**src/hw/rtl/assert_macros.svh**
```systemverilog
// Assertion macros shared by the RTL of the bicycle step block.
// Clocked on clk, disabled while arst_n is low; empty in synthesis.
`ifndef ASSERT_MACROS_SVH
`define ASSERT_MACROS_SVH
`ifndef SYNTHESIS
`define KBS_ASSERT(lbl, cond) \
	lbl: assert property (@(posedge clk) disable iff (!arst_n) (cond)) \
		else $error("assertion failed");
`define KBS_ASSERT_IMP(lbl, pre, post) \
	lbl: assert property (@(posedge clk) disable iff (!arst_n) (pre) |-> (post)) \
		else $error("assertion failed");
`define KBS_ASSERT_NXT(lbl, pre, post) \
	lbl: assert property (@(posedge clk) disable iff (!arst_n) (pre) |=> (post)) \
		else $error("assertion failed");
`else
`define KBS_ASSERT(lbl, cond)
`define KBS_ASSERT_IMP(lbl, pre, post)
`define KBS_ASSERT_NXT(lbl, pre, post)
`endif
`endif

```
**src/hw/rtl/kbs_pkg.sv**
```systemverilog
// Package for the kinematic bicycle step block: widths, constants, CORDIC table,
// saturation helper. No dependencies.
`default_nettype none
package kbs_pkg;
	localparam int FRAC_BITS    = 16;
	localparam int CORDIC_ITERS = 16;
	localparam int CF           = 30;
	localparam int CNT_W        = $clog2(CORDIC_ITERS + 1);

	localparam int VEL_W   = 24;
	localparam int SR_W    = 21;
	localparam int POS_W   = 32;
	localparam int YAW_W   = 19;
	localparam int STEER_W = 17;
	localparam int LW_W    = 24;
	localparam int DT_W    = 16;
	localparam int TRIG_W  = 18;
	localparam int CX_W    = 33;
	localparam int CZ_W    = 34;
	localparam int MOP_W   = 25;
	localparam int PROD_W  = 2 * MOP_W;
	localparam int DN_W    = 44;
	localparam int DD_W    = 26;
	localparam int T_W     = 46;
	localparam int FOLD_K  = 19;

	localparam logic [0:0] REG_WHEELBASE = 1'b0;
	localparam logic [0:0] REG_TIME_STEP = 1'b1;

	localparam longint PI_Q30      = 64'd3373259426;
	localparam longint HALF_PI_Q30 = 64'd1686629713;
	localparam longint CORDIC_K    = 64'd652032874;
	localparam longint RND         = 64'd1 << (CF - FRAC_BITS - 1);
	localparam longint PI_FRAC     = (PI_Q30 + RND) >> (CF - FRAC_BITS);
	localparam longint PI4_FRAC    = ((PI_Q30 / 4) + 1 + RND) >> (CF - FRAC_BITS);

	localparam logic signed [T_W-1:0] PI_T     = T_W'(PI_FRAC);
	localparam logic signed [T_W-1:0] PI4_T    = T_W'(PI4_FRAC);
	localparam logic [FOLD_K-1:0]     TWO_PI_R = FOLD_K'(2 * PI_FRAC);
	// 2^FOLD_K mod 2*pi, used to fold the high bits back into the low ones
	localparam logic signed [MOP_W-1:0] FOLD_C = MOP_W'((64'd1 << FOLD_K) - 2 * PI_FRAC);
	localparam logic signed [CZ_W-1:0] PI_Z    = CZ_W'(PI_Q30);
	localparam logic signed [CZ_W-1:0] HALF_Z  = CZ_W'(HALF_PI_Q30);
	localparam logic signed [CX_W-1:0] K_X     = CX_W'(CORDIC_K);

	localparam logic signed [POS_W+1:0] SAT_MAX = (POS_W+2)'(64'h7FFF_FFFF);
	localparam logic signed [POS_W+1:0] SAT_MIN = -SAT_MAX - 1;

	function automatic logic signed [CZ_W-1:0] atan_lut(input logic [4:0] idx);
		logic signed [CZ_W-1:0] v;
		case (idx)
			5'd0:  v = CZ_W'(64'd843314857);
			5'd1:  v = CZ_W'(64'd497837829);
			5'd2:  v = CZ_W'(64'd263043837);
			5'd3:  v = CZ_W'(64'd133525159);
			5'd4:  v = CZ_W'(64'd67021687);
			5'd5:  v = CZ_W'(64'd33543516);
			5'd6:  v = CZ_W'(64'd16775851);
			5'd7:  v = CZ_W'(64'd8388437);
			5'd8:  v = CZ_W'(64'd4194283);
			5'd9:  v = CZ_W'(64'd2097149);
			5'd10: v = CZ_W'(64'd1048576);
			5'd11: v = CZ_W'(64'd524288);
			5'd12: v = CZ_W'(64'd262144);
			5'd13: v = CZ_W'(64'd131072);
			5'd14: v = CZ_W'(64'd65536);
			5'd15: v = CZ_W'(64'd32768);
			5'd16: v = CZ_W'(64'd16384);
			5'd17: v = CZ_W'(64'd8192);
			5'd18: v = CZ_W'(64'd4096);
			5'd19: v = CZ_W'(64'd2048);
			5'd20: v = CZ_W'(64'd1024);
			5'd21: v = CZ_W'(64'd512);
			5'd22: v = CZ_W'(64'd256);
			5'd23: v = CZ_W'(64'd128);
			default: v = '0;
		endcase
		return v;
	endfunction

	function automatic logic signed [POS_W-1:0] sat_pos(input logic signed [POS_W+1:0] v);
		logic signed [POS_W-1:0] r;
		if (v > SAT_MAX)
			r = SAT_MAX[POS_W-1:0];
		else if (v < SAT_MIN)
			r = SAT_MIN[POS_W-1:0];
		else
			r = v[POS_W-1:0];
		return r;
	endfunction
endpackage
`default_nettype wire

```
**src/hw/rtl/kbs_if.sv**
```systemverilog
// Request and result channel interfaces of the bicycle step block.
// Depends on kbs_pkg for field widths.
`default_nettype none
interface kbs_cmd_if import kbs_pkg::*; ();
	logic                    valid;
	logic                    ready;
	logic signed [VEL_W-1:0] velocity;
	logic signed [SR_W-1:0]  steer_rate;
	modport source(output valid, velocity, steer_rate, input ready);
	modport sink(input valid, velocity, steer_rate, output ready);
endinterface

interface kbs_res_if import kbs_pkg::*; ();
	logic                      valid;
	logic                      ready;
	logic signed [POS_W-1:0]   pos_x;
	logic signed [POS_W-1:0]   pos_y;
	logic signed [YAW_W-1:0]   heading;
	logic signed [STEER_W-1:0] steer_angle;
	modport source(output valid, pos_x, pos_y, heading, steer_angle, input ready);
	modport sink(input valid, pos_x, pos_y, heading, steer_angle, output ready);
endinterface
`default_nettype wire

```
**src/hw/rtl/kbs_cordic.sv**
```systemverilog
// Iterative rotation-mode CORDIC, one micro-rotation per cycle, then rounding.
// Depends on kbs_pkg (atan table, widths, constants).
`default_nettype none
module kbs_cordic import kbs_pkg::*; (
	input  wire logic                     clk,
	input  wire logic                     arst_n,
	input  wire logic                     start,
	input  wire logic signed [YAW_W-1:0]  angle,
	output logic                          busy,
	output logic signed [TRIG_W-1:0]      cos_o,
	output logic signed [TRIG_W-1:0]      sin_o
);
	logic                    busy_q, flip_q;
	logic [CNT_W-1:0]        it_q;
	logic signed [CX_W-1:0]  x_q, y_q;
	logic signed [CZ_W-1:0]  z_q;
	logic signed [TRIG_W-1:0] cos_q, sin_q;

	logic signed [CZ_W-1:0]  z0, z_in, at;
	logic signed [CX_W-1:0]  xs, ys, xf, yf, xr, yr;

	always_comb begin
		z0 = CZ_W'(angle) <<< (CF - FRAC_BITS);
		// fold into [-pi/2, pi/2]; result sign is flipped back at the end
		if (z0 > HALF_Z)
			z_in = z0 - PI_Z;
		else if (z0 < -HALF_Z)
			z_in = z0 + PI_Z;
		else
			z_in = z0;
		xs = x_q >>> it_q;
		ys = y_q >>> it_q;
		at = atan_lut(5'(it_q));
		xf = flip_q ? -x_q : x_q;
		yf = flip_q ? -y_q : y_q;
		xr = (xf + CX_W'(RND)) >>> (CF - FRAC_BITS);
		yr = (yf + CX_W'(RND)) >>> (CF - FRAC_BITS);
	end

	always_ff @(posedge clk or negedge arst_n) begin
		if (!arst_n) begin
			busy_q <= 1'b0;
			it_q   <= '0;
			flip_q <= 1'b0;
			cos_q  <= '0;
			sin_q  <= '0;
			x_q    <= '0;
			y_q    <= '0;
			z_q    <= '0;
		end else if (start) begin
			busy_q <= 1'b1;
			it_q   <= '0;
			flip_q <= (z0 > HALF_Z) || (z0 < -HALF_Z);
			x_q    <= K_X;
			y_q    <= '0;
			z_q    <= z_in;
		end else if (busy_q) begin
			if (it_q == CNT_W'(CORDIC_ITERS)) begin
				cos_q  <= TRIG_W'(xr);
				sin_q  <= TRIG_W'(yr);
				busy_q <= 1'b0;
			end else begin
				if (z_q >= 0) begin
					x_q <= x_q - ys;
					y_q <= y_q + xs;
					z_q <= z_q - at;
				end else begin
					x_q <= x_q + ys;
					y_q <= y_q - xs;
					z_q <= z_q + at;
				end
				it_q <= it_q + 1'b1;
			end
		end
	end

	assign busy  = busy_q;
	assign cos_o = cos_q;
	assign sin_o = sin_q;
endmodule
`default_nettype wire

```
**src/hw/rtl/kbs_div.sv**
```systemverilog
// Unsigned restoring divider, one quotient bit per cycle.
// Depends on kbs_pkg for operand widths.
`default_nettype none
module kbs_div import kbs_pkg::*; (
	input  wire logic             clk,
	input  wire logic             arst_n,
	input  wire logic             start,
	input  wire logic [DN_W-1:0]  num,
	input  wire logic [DD_W-1:0]  den,
	output logic                  busy,
	output logic [DN_W-1:0]       quot
);
	localparam int DC_W = $clog2(DN_W + 1);

	logic            busy_q;
	logic [DC_W-1:0] cnt_q;
	logic [DN_W-1:0] quo_q;
	logic [DD_W-1:0] rem_q, den_q;
	logic [DD_W:0]   sh, diff;

	always_comb begin
		sh   = {rem_q, quo_q[DN_W-1]};
		diff = sh - {1'b0, den_q};
	end

	always_ff @(posedge clk or negedge arst_n) begin
		if (!arst_n) begin
			busy_q <= 1'b0;
			cnt_q  <= '0;
			quo_q  <= '0;
			rem_q  <= '0;
			den_q  <= '0;
		end else if (start) begin
			busy_q <= 1'b1;
			cnt_q  <= DC_W'(DN_W);
			quo_q  <= num;
			rem_q  <= '0;
			den_q  <= den;
		end else if (busy_q) begin
			// remainder stays below den, so a clear top bit of diff means it fit
			if (!diff[DD_W]) begin
				rem_q <= diff[DD_W-1:0];
				quo_q <= {quo_q[DN_W-2:0], 1'b1};
			end else begin
				rem_q <= sh[DD_W-1:0];
				quo_q <= {quo_q[DN_W-2:0], 1'b0};
			end
			cnt_q <= cnt_q - 1'b1;
			if (cnt_q == DC_W'(1))
				busy_q <= 1'b0;
		end
	end

	assign busy = busy_q;
	assign quot = quo_q;
endmodule
`default_nettype wire

```
**src/hw/rtl/kinematic_bicycle_step_top.sv**
```systemverilog
// Kinematic bicycle step: one request in, one pose result out.
// One request at a time, taken while the sequencer is idle: no new request is taken
// before the previous one is through, and a result not yet taken stalls the next request.
// Steps: a CORDIC pass (steering angle), a divider pass (yaw increment), then
// multiply-folds of the yaw wrap, on a shared 25x25 multiplier.
// arst_n clears pose, held input and control; config resets to 2.0 m and 0.1 s.
`default_nettype none
`include "assert_macros.svh"
module kinematic_bicycle_step_top import kbs_pkg::*; (
	input  wire logic              clk,
	input  wire logic              arst_n,
	input  wire logic              cfg_we,
	input  wire logic [0:0]        cfg_idx,
	input  wire logic [LW_W-1:0]   cfg_data,
	kbs_cmd_if.sink                cmd,
	kbs_res_if.source              res
);
	typedef enum logic [3:0] {
		ST_IDLE, ST_M_SR, ST_M_V, ST_VDT, ST_WC1, ST_M_DEN, ST_DEN, ST_NUM,
		ST_WD1, ST_T, ST_FM, ST_FA, ST_WC2, ST_M_X, ST_M_Y, ST_FIN
	} state_t;

	state_t state_q;

	logic [LW_W-1:0]             lw_q;
	logic [DT_W-1:0]             dt_q;
	logic signed [POS_W-1:0]     x_q, y_q;
	logic signed [YAW_W-1:0]     yaw_q, heading_q;
	logic signed [STEER_W-1:0]   steer_q, ns_q;
	logic signed [VEL_W-1:0]     hv_q, nv_q, vdt_q;
	logic signed [SR_W-1:0]      hsr_q, nsr_q;
	logic signed [PROD_W-1:0]    prod_q;
	logic signed [DD_W-1:0]      den_q;
	logic signed [T_W-1:0]       ypi_q, t_q;
	logic [DN_W-1:0]             md_q;
	logic                        neg_q, tneg_q, out_valid_q;

	logic signed [MOP_W-1:0]     mul_a, mul_b;
	logic signed [MOP_W-1:0]     dt_op, lw_op;
	logic                        cdc_start, cdc_busy, div_start, div_busy, accept;
	logic signed [YAW_W-1:0]     cdc_angle;
	logic signed [TRIG_W-1:0]    cdc_cos, cdc_sin;
	logic [DN_W-1:0]             div_num, div_quot;
	logic [DD_W-1:0]             div_den;
	logic signed [T_W-1:0]       ns_sum, prod_sh, quo_s, t_next, hd;
	logic signed [DD_W-1:0]      den_next;
	logic signed [PROD_W-1:0]    num_abs;
	logic signed [T_W-1:0]       t_abs;
	logic signed [DD_W:0]        den_abs;
	logic signed [POS_W+1:0]     pos_sum_x, pos_sum_y;
	logic [DN_W-1:0]             md_sum;
	logic [FOLD_K-1:0]           md_lo, md_rem;
	logic                        md_big;

	kbs_cordic u_cordic (
		.clk, .arst_n, .start(cdc_start), .angle(cdc_angle),
		.busy(cdc_busy), .cos_o(cdc_cos), .sin_o(cdc_sin)
	);

	kbs_div u_div (
		.clk, .arst_n, .start(div_start), .num(div_num), .den(div_den),
		.busy(div_busy), .quot(div_quot)
	);

	assign accept = cmd.valid && cmd.ready;

	always_comb begin
		dt_op = MOP_W'({1'b0, dt_q});
		lw_op = MOP_W'({1'b0, lw_q});
		mul_a = '0;
		mul_b = '0;
		case (state_q)
			ST_M_SR:  begin mul_a = MOP_W'(hsr_q);   mul_b = dt_op; end
			ST_M_V:   begin mul_a = MOP_W'(hv_q);    mul_b = dt_op; end
			ST_M_DEN: begin mul_a = MOP_W'(cdc_cos); mul_b = lw_op; end
			ST_DEN:   begin mul_a = MOP_W'(vdt_q);   mul_b = MOP_W'(cdc_sin); end
			// |t| stays below 2^40, so the high part fits the positive operand range
			ST_FM:    begin mul_a = MOP_W'(md_q[DN_W-1:FOLD_K]); mul_b = FOLD_C; end
			ST_M_X:   begin mul_a = MOP_W'(vdt_q);   mul_b = MOP_W'(cdc_cos); end
			ST_M_Y:   begin mul_a = MOP_W'(vdt_q);   mul_b = MOP_W'(cdc_sin); end
			default:  begin mul_a = '0;              mul_b = '0; end
		endcase

		prod_sh   = T_W'(prod_q >>> FRAC_BITS);
		ns_sum    = T_W'(steer_q) + prod_sh;
		den_next  = DD_W'(prod_sh);
		if (den_next == '0)
			den_next = DD_W'(1);
		num_abs   = prod_q[PROD_W-1] ? -prod_q : prod_q;
		den_abs   = den_q[DD_W-1] ? -(DD_W+1)'(den_q) : (DD_W+1)'(den_q);
		quo_s     = neg_q ? -T_W'({2'b00, div_quot}) : T_W'({2'b00, div_quot});
		t_next    = ypi_q + quo_s;
		t_abs     = t_q[T_W-1] ? -t_q : t_q;
		// yaw wrap: hi*2^K + lo is congruent to hi*FOLD_C + lo modulo 2*pi
		md_lo     = md_q[FOLD_K-1:0];
		md_big    = (md_q[DN_W-1:FOLD_K] != '0);
		md_sum    = DN_W'(prod_q) + DN_W'(md_lo);
		md_rem    = (md_lo >= TWO_PI_R) ? md_lo - TWO_PI_R : md_lo;
		// floor modulo: a negative dividend with a nonzero remainder wraps up
		if (tneg_q && (md_rem != '0))
			hd = PI_T - T_W'({1'b0, md_rem});
		else
			hd = T_W'({1'b0, md_rem}) - PI_T;
		pos_sum_x = (POS_W+2)'(x_q) + (POS_W+2)'(prod_q >>> FRAC_BITS);
		pos_sum_y = (POS_W+2)'(y_q) + (POS_W+2)'(prod_q >>> FRAC_BITS);

		cdc_start = (state_q == ST_IDLE && accept) || (state_q == ST_WC1 && !cdc_busy);
		cdc_angle = (state_q == ST_IDLE) ? YAW_W'(steer_q) : yaw_q;
		div_start = (state_q == ST_NUM);
		div_num   = DN_W'(num_abs);
		div_den   = DD_W'(den_abs);
	end

	always_ff @(posedge clk or negedge arst_n) begin
		if (!arst_n) begin
			state_q     <= ST_IDLE;
			lw_q        <= LW_W'(131072);
			dt_q        <= DT_W'(6554);
			x_q         <= '0;
			y_q         <= '0;
			yaw_q       <= '0;
			steer_q     <= '0;
			hv_q        <= '0;
			hsr_q       <= '0;
			out_valid_q <= 1'b0;
		end else begin
			prod_q <= mul_a * mul_b;
			if (cfg_we) begin
				case (cfg_idx)
					REG_WHEELBASE: lw_q <= cfg_data;
					REG_TIME_STEP: dt_q <= cfg_data[DT_W-1:0];
					default: ;
				endcase
			end
			if (out_valid_q && res.ready)
				out_valid_q <= 1'b0;
			case (state_q)
				ST_IDLE: begin
					if (accept) begin
						nv_q    <= cmd.velocity;
						nsr_q   <= cmd.steer_rate;
						state_q <= ST_M_SR;
					end
				end
				ST_M_SR: state_q <= ST_M_V;
				ST_M_V: begin
					if (ns_sum > PI4_T)
						ns_q <= STEER_W'(PI4_T);
					else if (ns_sum < -PI4_T)
						ns_q <= STEER_W'(-PI4_T);
					else
						ns_q <= STEER_W'(ns_sum);
					state_q <= ST_VDT;
				end
				ST_VDT: begin
					vdt_q   <= VEL_W'(prod_sh);
					ypi_q   <= T_W'(yaw_q) + PI_T;
					state_q <= ST_WC1;
				end
				ST_WC1: begin
					if (!cdc_busy)
						state_q <= ST_M_DEN;
				end
				ST_M_DEN: state_q <= ST_DEN;
				ST_DEN: begin
					den_q   <= den_next;
					state_q <= ST_NUM;
				end
				ST_NUM: begin
					neg_q   <= prod_q[PROD_W-1] ^ den_q[DD_W-1];
					state_q <= ST_WD1;
				end
				ST_WD1: begin
					if (!div_busy) begin
						t_q     <= t_next;
						state_q <= ST_T;
					end
				end
				ST_T: begin
					tneg_q  <= t_q[T_W-1];
					md_q    <= DN_W'(t_abs);
					state_q <= ST_FM;
				end
				ST_FM: begin
					if (md_big)
						state_q <= ST_FA;
					else begin
						heading_q <= YAW_W'(hd);
						state_q   <= ST_WC2;
					end
				end
				ST_FA: begin
					md_q    <= md_sum;
					state_q <= ST_FM;
				end
				ST_WC2: begin
					// pose registers are the result payload: wait until it is taken
					if (!cdc_busy && (!out_valid_q || res.ready))
						state_q <= ST_M_X;
				end
				ST_M_X: state_q <= ST_M_Y;
				ST_M_Y: begin
					x_q     <= sat_pos(pos_sum_x);
					state_q <= ST_FIN;
				end
				ST_FIN: begin
					y_q         <= sat_pos(pos_sum_y);
					yaw_q       <= heading_q;
					steer_q     <= ns_q;
					hv_q        <= nv_q;
					hsr_q       <= nsr_q;
					out_valid_q <= 1'b1;
					state_q     <= ST_IDLE;
				end
				default: state_q <= ST_IDLE;
			endcase
		end
	end

	assign cmd.ready       = (state_q == ST_IDLE);
	assign res.valid       = out_valid_q;
	assign res.pos_x       = x_q;
	assign res.pos_y       = y_q;
	assign res.heading     = yaw_q;
	assign res.steer_angle = steer_q;

	`KBS_ASSERT_IMP(a_idle_units, cmd.ready, !cdc_busy && !div_busy)
	`KBS_ASSERT_NXT(a_busy_after_req, accept, !cmd.ready)
	`KBS_ASSERT(a_steer_range, T_W'(steer_q) <= PI4_T && T_W'(steer_q) >= -PI4_T)
	`KBS_ASSERT(a_yaw_range, T_W'(yaw_q) < PI_T && T_W'(yaw_q) >= -PI_T)
endmodule
`default_nettype wire

```
**src/flat_wrapper.sv**
```systemverilog
// flat-port wrapper written by rule: the top's interface ports become plain ports
module kinematic_bicycle_step_top_flat import kbs_pkg::*;
  (clk, arst_n, cfg_we, cfg_idx, cfg_data, cmd_valid, cmd_velocity, cmd_steer_rate, cmd_ready, res_valid, res_pos_x, res_pos_y, res_heading, res_steer_angle, res_ready);
  kbs_cmd_if cmd_i ();
  kbs_res_if res_i ();
  input  wire logic clk;
  input  wire logic arst_n;
  input  wire logic cfg_we;
  input  wire logic [0:0] cfg_idx;
  input  wire logic [LW_W-1:0] cfg_data;
  input wire logic [$bits(cmd_i.valid)-1:0] cmd_valid;
  input wire logic [$bits(cmd_i.velocity)-1:0] cmd_velocity;
  input wire logic [$bits(cmd_i.steer_rate)-1:0] cmd_steer_rate;
  output wire logic [$bits(cmd_i.ready)-1:0] cmd_ready;
  output wire logic [$bits(res_i.valid)-1:0] res_valid;
  output wire logic [$bits(res_i.pos_x)-1:0] res_pos_x;
  output wire logic [$bits(res_i.pos_y)-1:0] res_pos_y;
  output wire logic [$bits(res_i.heading)-1:0] res_heading;
  output wire logic [$bits(res_i.steer_angle)-1:0] res_steer_angle;
  input wire logic [$bits(res_i.ready)-1:0] res_ready;
  assign cmd_i.valid = cmd_valid;
  assign cmd_i.velocity = cmd_velocity;
  assign cmd_i.steer_rate = cmd_steer_rate;
  assign cmd_ready = cmd_i.ready;
  assign res_valid = res_i.valid;
  assign res_pos_x = res_i.pos_x;
  assign res_pos_y = res_i.pos_y;
  assign res_heading = res_i.heading;
  assign res_steer_angle = res_i.steer_angle;
  assign res_i.ready = res_ready;
  kinematic_bicycle_step_top u_core (.clk(clk), .arst_n(arst_n), .cfg_we(cfg_we), .cfg_idx(cfg_idx), .cfg_data(cfg_data), .cmd(cmd_i), .res(res_i));
endmodule
```
**config.mk**
```make
export PLATFORM = sky130hd
export DESIGN_NAME = kinematic_bicycle_step_top_flat
export DESIGN_NICKNAME = d
export VERILOG_FILES = /design/src/hw/rtl/kbs_pkg.sv /design/src/hw/rtl/kbs_if.sv /design/src/hw/rtl/kbs_cordic.sv /design/src/hw/rtl/kbs_div.sv /design/src/hw/rtl/kinematic_bicycle_step_top.sv /design/src/flat_wrapper.sv
export VERILOG_INCLUDE_DIRS = /design/src /design/src/hw/rtl
export SDC_FILE = /design/constraint.sdc
export NUM_CORES = 2
export LEC_CHECK = 0
export BUFFER_PORTS_ARGS = -buffer_cell sky130_fd_sc_hd__buf_2
export CAP_MARGIN = 20
export CORE_UTILIZATION = 60
export DETAILED_ROUTE_END_ITERATION = 6
export GPL_TIMING_DRIVEN = 0
export PLACE_DENSITY = 0.85
export SLEW_MARGIN = 20
export SYNTH_ARGS = -nofsm -noshare
export SYNTH_HDL_FRONTEND = slang
export SYNTH_SLANG_ARGS = --single-unit
```
**constraint.sdc**
```tcl
create_clock -name clk -period 14.5 [get_ports clk]
set_input_delay 1.45 -clock clk [delete_from_list [all_inputs] [get_ports clk]]
set_output_delay 1.45 -clock clk [all_outputs]
set_load 0.02 [all_outputs]
```
Word-level counts from Yosys, hierarchy flattened
Memories as Yosys holds them, arrays and structs flattened.
Index checks and enable logic that the tools add are counted.
- memories kept: 1
- word-level logic and storage cells: 199
- register bits after elaboration: 755
- bits in read-only memories: 960
- equality and inequality tests: 22
- bitwise gates (word level): 5
- shift-type cells: 2
- order comparisons: 10
- $mul: 1
- $add $sub $neg: 28
- reductions and logical operators: 38
- mux-type cells: 56
- memory list (memory ; words ; width ; read ports ; clocked after memory_dff ; wr ports ; RTL line ; text):
    (name not given) ; 32 ; 30 ; 1 ; 0 ; 0 ; kbs_pkg.sv:51 ; case (idx)
- operators with widths (kind ; count):
    $mux W33 ; 8
    $pmux W25 S5 ; 2
    $mux W34 ; 6
    $mux W32 ; 6
    $mux W44 ; 4
    $mux W26 ; 4
    $neg A44 Y44 ; 2
    $pmux W44 S2 ; 1
    $add A32 B34 Y34 ; 2
    $gt A34 B32 Y1 const B ; 2
    $lt A34 B32 Y1 const B ; 2
    $add A33 B33 Y33 ; 2
    $sshr A33 B5 Y33 ; 2
    $sub A33 B33 Y33 ; 2
    $add A32 B15 Y32 const B ; 2
    $neg A32 Y32 ; 2
    $pmux W4 S15 ; 1
    $mux W19 ; 3
    $mul A25 B25 Y50 ; 1
    $add A46 B46 Y46 ; 1
    $gt A46 B17 Y1 const B ; 1
    $lt A46 B17 Y1 const B ; 1
    $mux W46 ; 1
    $neg A44 Y46 ; 1
    47 further kinds ; 103

Logic depth before layout (Yosys ltp)
- depth after elaboration: 6
- depth in mapped cells: 39
- mapped depth without buffers: 34

By module
Synthesis repeated with hierarchy kept, for this count alone.
- cell total of the unflattened synthesis: 9022
- area total of the unflattened synthesis: 79567.6 um^2
- modules (own cells, without submodules) (module ; instances ; cells each ; area an instance (um^2)):
    kinematic_bicycle_step_top ; 1 ; 5886 ; 54135.7
    kbs_cordic ; 1 ; 2466 ; 19406.1
    kbs_div ; 1 ; 670 ; 6025.8

Least setup slack after synthesis
No wires, ideal clock.
- path kind: reg2reg
- start point: register u_core.state_q[1]
- end point: register u_core.prod_q[49], data pin
- arrival time: 9030 ps
- period minus slack after synthesis: 9289 ps
- data required time: 14240 ps
- cell stages (with the launch flop): 37
- setup slack: 5211 ps
- cells stage by stage: dfrtp_1 -> clkbuf_1 -> nor2b_1 -> and2_1 -> clkbuf_1 -> or2_2 -> clkbuf_1 -> a22oi_1 -> nand2_1 -> a21o_1 -> clkbuf_1 -> buf_1 -> nand2_1 -> inv_1 -> fa_1 -> fa_1 -> fa_1 -> inv_1 -> fa_1 -> inv_1 -> fa_1 -> inv_1 -> fa_1 -> inv_1 -> ha_1 -> a21o_1 -> a21oi_1 -> nor2b_1 -> a311o_1 -> or3_1 -> a211oi_1 -> o31ai_1 -> nand3_1 -> o31ai_1 -> a21o_1 -> a21oi_1 -> xnor2_1
- word-level cells in the longest chain between the ends: 4
- ends and longest elaborated chain (item ; RTL line ; text):
    start, declared ; kinematic_bicycle_step_top.sv:23 ; state_t state_q;
    start signal, assigned ; kinematic_bicycle_step_top.sv:116 ; state_q <= ST_IDLE;
    start signal, assigned ; kinematic_bicycle_step_top.sv:142 ; state_q <= ST_M_SR;
    start signal, assigned ; kinematic_bicycle_step_top.sv:145 ; ST_M_SR: state_q <= ST_M_V;
    $eq A4 B3 Y1 (tied with other cells) ; kinematic_bicycle_step_top.sv:72 ; case (state_q)
    $reduce_or A3 Y1 (no source line) or $reduce_or A2 Y1 (tied branches) ; n/a ;
    $pmux W25 S5 ; kinematic_bicycle_step_top.sv:72 ;
    $mul A25 B25 Y50 * ; kinematic_bicycle_step_top.sv:127 ; prod_q <= mul_a * mul_b;
    end signal, assigned ; kinematic_bicycle_step_top.sv:127 ;
    end, declared ; kinematic_bicycle_step_top.sv:32 ; logic signed [PROD_W-1:0] prod_q;
Mark *: on every way between the ends. The rest lies on a longest branch, timed or not.
A chain may end at the register's enable or synchronous reset.

Worst setup path in the final report
Ends and elaborated chain as after synthesis.

==> flow_summary.ini <==
[global_routing]
grt_pass1_wl_mm = 460
grt_pass1_vias = 71000
grt_max_degree = 86
grt_use_total_pct = 47.4
overflow = 0
antenna_found_initial = 22

[drt]
antenna_left = 0
drtIter0Drc = 9297
vias = 73300
dr.pass1.iters = 7
viasPerCell = 6.64
postRouteWirelength_mm = 318
wl_per_cell_um = 28.8
drc = 0

[layout]
area_delta_synth_final_pct = 8.32
fin_cells = 11000
register_area_um2 = 19700
n_fill_cell = 10600
layout.nets = 10400
multiInputGateArea_um2 = 54000
layout-drive-gt1-share_pct = 6.83
stdcell_area_um2 = 85400

[placed_design]
preCtsSetupSlack_ns = 1.03
hpwl_mm = 251
numPortBuffers = 176
gp_congestion = 1.11
dpl.cell_count = 10900
placed_area_um2 = 82300

[sta]
rsz0062_at_grt = false
worst_slack_ns = 0.898
period_needed_ns = 13.60
setup_viol = 0
maxSlewHeadroom_pct = 6.88
setup-tns-final_ns = 0
fin_skew_ns = 0.0399
drv_slew = 0
timing.hold.ws_ns = 0.433
worst_slew_pin_slew_ns = 1.40
fmax_ghz = 0.0735
hold_viol = 0
period_share_pct = 93.8

[critical_path]
crit_fanout = 10
worstPathArrival_ns = 13.96
worst_path_largest_cell_delay_ns = 0.95
critPathLaunchType = flop
crit_type = flop to flop
cpMostUsedCell = fa_1
required_ns = 14.86
crit_slowest_cell = fa_1
crit_path_end_kind = flop

[clock_network]
tritoncts = built
cts_resized = 0
clock-sinks = 728
path_clk_slew_ns = 0.06
holdBufCountCts = 0
insertion_delay_ns = 0.73
h-tree-depth = 3
root_buffer = clkbuf_16
cts_post_setup_buffers_inserted = 0
cts_buffers = 88
clock_path_buffers = 3

[logic_synthesis]
yosysSeqAreaShare_pct = 25.0
syn_area_um2 = 78900
syn_inst = 8916
async_flop_share_pct = 59.9
yosysUniqueCellTypes = 102
synth_ff_type = dfrtp_1
synth_seq_cells = 728
yosysWarnings = 0
syn_avg_cell_area_um2 = 8.85
synth_edf_count = 292
syn-num-nets = 10100

[power_and_ir_drop]
clkPwrFrac_pct = 39.0
p_int_uw = 4160
p_switching_uw = 1880
peakVddDrop_mv = 0.118
power_density_nw_per_um2 = 70.7
combinationalPowerShare_pct = 20.8
leakagePower_uw = 0.0390
swShare_pct = 31.1
pwr-share-seq_pct = 40.1

[job]
maxCapViolCount = 0

[floorplan]
die_y_um = 365
ios = 177
die_w_um = 365
num_rows = 132
initial_core_util_pct = 60.7
placeableCoreArea_um2 = 130000
die-area_um2 = 133000

[status]
status = completed

[hold_path]
hp-class = flop to flop
[critical path: cells and delay by family, from the launching register on]
family          cells  cell delay (ns)
buf+inv            10             3.16
flops               1             0.33
xor+xnor            1             0.83
simple gates        9             2.40
compound gates      7             2.08
fa+ha+maj           8             4.41
[flip-flops by register name (all words and copies together), names as in the netlist, 32 cells and up]
| signal | flops |
|---|---|
| u_core.md_q | 44 |
| u_core.prod_q | 50 |
| u_core.res.pos_x | 32 |
| u_core.res.pos_y | 32 |
| u_core.t_q | 45 |
| u_core.u_cordic.x_q | 33 |
| u_core.u_cordic.y_q | 33 |
| u_core.u_cordic.z_q | 34 |
| u_core.u_div.quot | 44 |
[cell usage after synthesis, drive strengths merged (95+ instances only)]
cell type	count	area, um^2
a21o	188	1410
a21oi	478	2400
clkbuf	394	1480
dfrtp	428	10700
edfxtp	292	8770
fa	667	13400
ha	456	5710
inv	899	3370
mux2i	144	1440
nand2	1275	4790
nand3	120	601
nor2	699	2630
nor3	103	527
o21ai	543	2720
o31ai	95	732
xnor2	430	3770
xor2	239	2090
[path summary, 6_finish.rpt]
path	start	end	slack, ns	cells past startpoint
worst min register to register	u_core.nsr_q[20]	u_core.hsr_q[20]	0.43	2
min in group asynchronous	arst_n	u_core.u_cordic.y_q[1]	0.69	1
worst max register to register	u_core.state_q[1]	u_core.prod_q[49]	0.90	35
max in group asynchronous	arst_n	u_core.res.pos_y[19]	12.26	3
worst max-delay path	u_core.state_q[1]	u_core.prod_q[49]	0.90	35
worst min-delay path	u_core.nsr_q[20]	u_core.hsr_q[20]	0.43	2
[cells in the final DEF (no fill, tap or decap), types with 43 or more instances in the layout]
master,count
xnor2_1,430
o21a_1,57
o21bai_1,43
nor2_1,696
and3_1,54
a21oi_1,475
nand2_1,1275
clkbuf_16,91
clkbuf_1,414
o31ai_1,93
fa_1,666
nand2b_1,78
or3_1,60
nor3_1,102
ha_1,456
buf_2,209
mux2_2,71
xor2_1,239
a22oi_1,69
nor2b_1,64
a211oi_1,48
mux2i_1,144
edfxtp_1,292
a21o_1,188
dfrtp_1,427
mux4_2,80
a31oi_1,58
nand4_1,86
nand3_1,120
inv_1,898
and4_1,43
o21ai_0,535
and2_1,44
[power groups by stage]
stage | combinational, uW | sequential [uW] | clock [uW]
after floorplan | 914 | 2400 | 0
after global placement | 1150 | 2450 | 0
after detailed placement | 1210 | 2450 | 0
after CTS | 1230 | 2420 | 2340
after global routing | 1360 | 2430 | 2420
final | 1260 | 2430 | 2360
[area by class of cell]
cell class / instances / share of cell area (%)
multi-input combinational: 6816 / 63.2
timing repair buffer: 198 / 1.48
clock inverter: 46 / 0.694
antenna: 17 / 0.0498
inverter: 904 / 3.97
buffer: 468 / 2.21
sequential: 728 / 23.0
tap: 1742 / 2.55
clock buffer: 120 / 2.85
[cell families (layout without fill, tap and decap cells)]
group	count (synthesis)	count (layout)	synth area share (%)
buf+inv	1372	1736	6.69
simple gates	2792	2792	15.9
fa+ha+maj	1123	1123	24.2
xor+xnor	669	669	7.43
mux	295	295	5.13
flops	728	728	25.0
other cells	0	17	0
compound gates	1937	1937	15.7
[through the flow]
| stage | util (%) | total power, uW |
|---|---|---|
| floorplan | - | 3320 |
| global placement | 63.0 | 3600 |
| detailed placement | 63.3 | 3660 |
| CTS | 65.6 | 5990 |
| global route | 65.7 | 6220 |
| finish | 65.7 | 6040 |
[per-layer routing]
layer | part of all wire (%) | vias to the layer above | routed length [um] | GRT usage [%]
li1 | - | 31100 | - | -
met1 | 35 | 35600 | 113000 | 57.5
met2 | 42 | 5182 | 134000 | 69.8
met3 | 13 | 1359 | 42600 | 16.2
met4 | 8.9 | 26 | 28200 | 35.5
met5 | 0.10 | - | 332 | 0.835
Note: power is estimated with default switching activity, not from simulation.
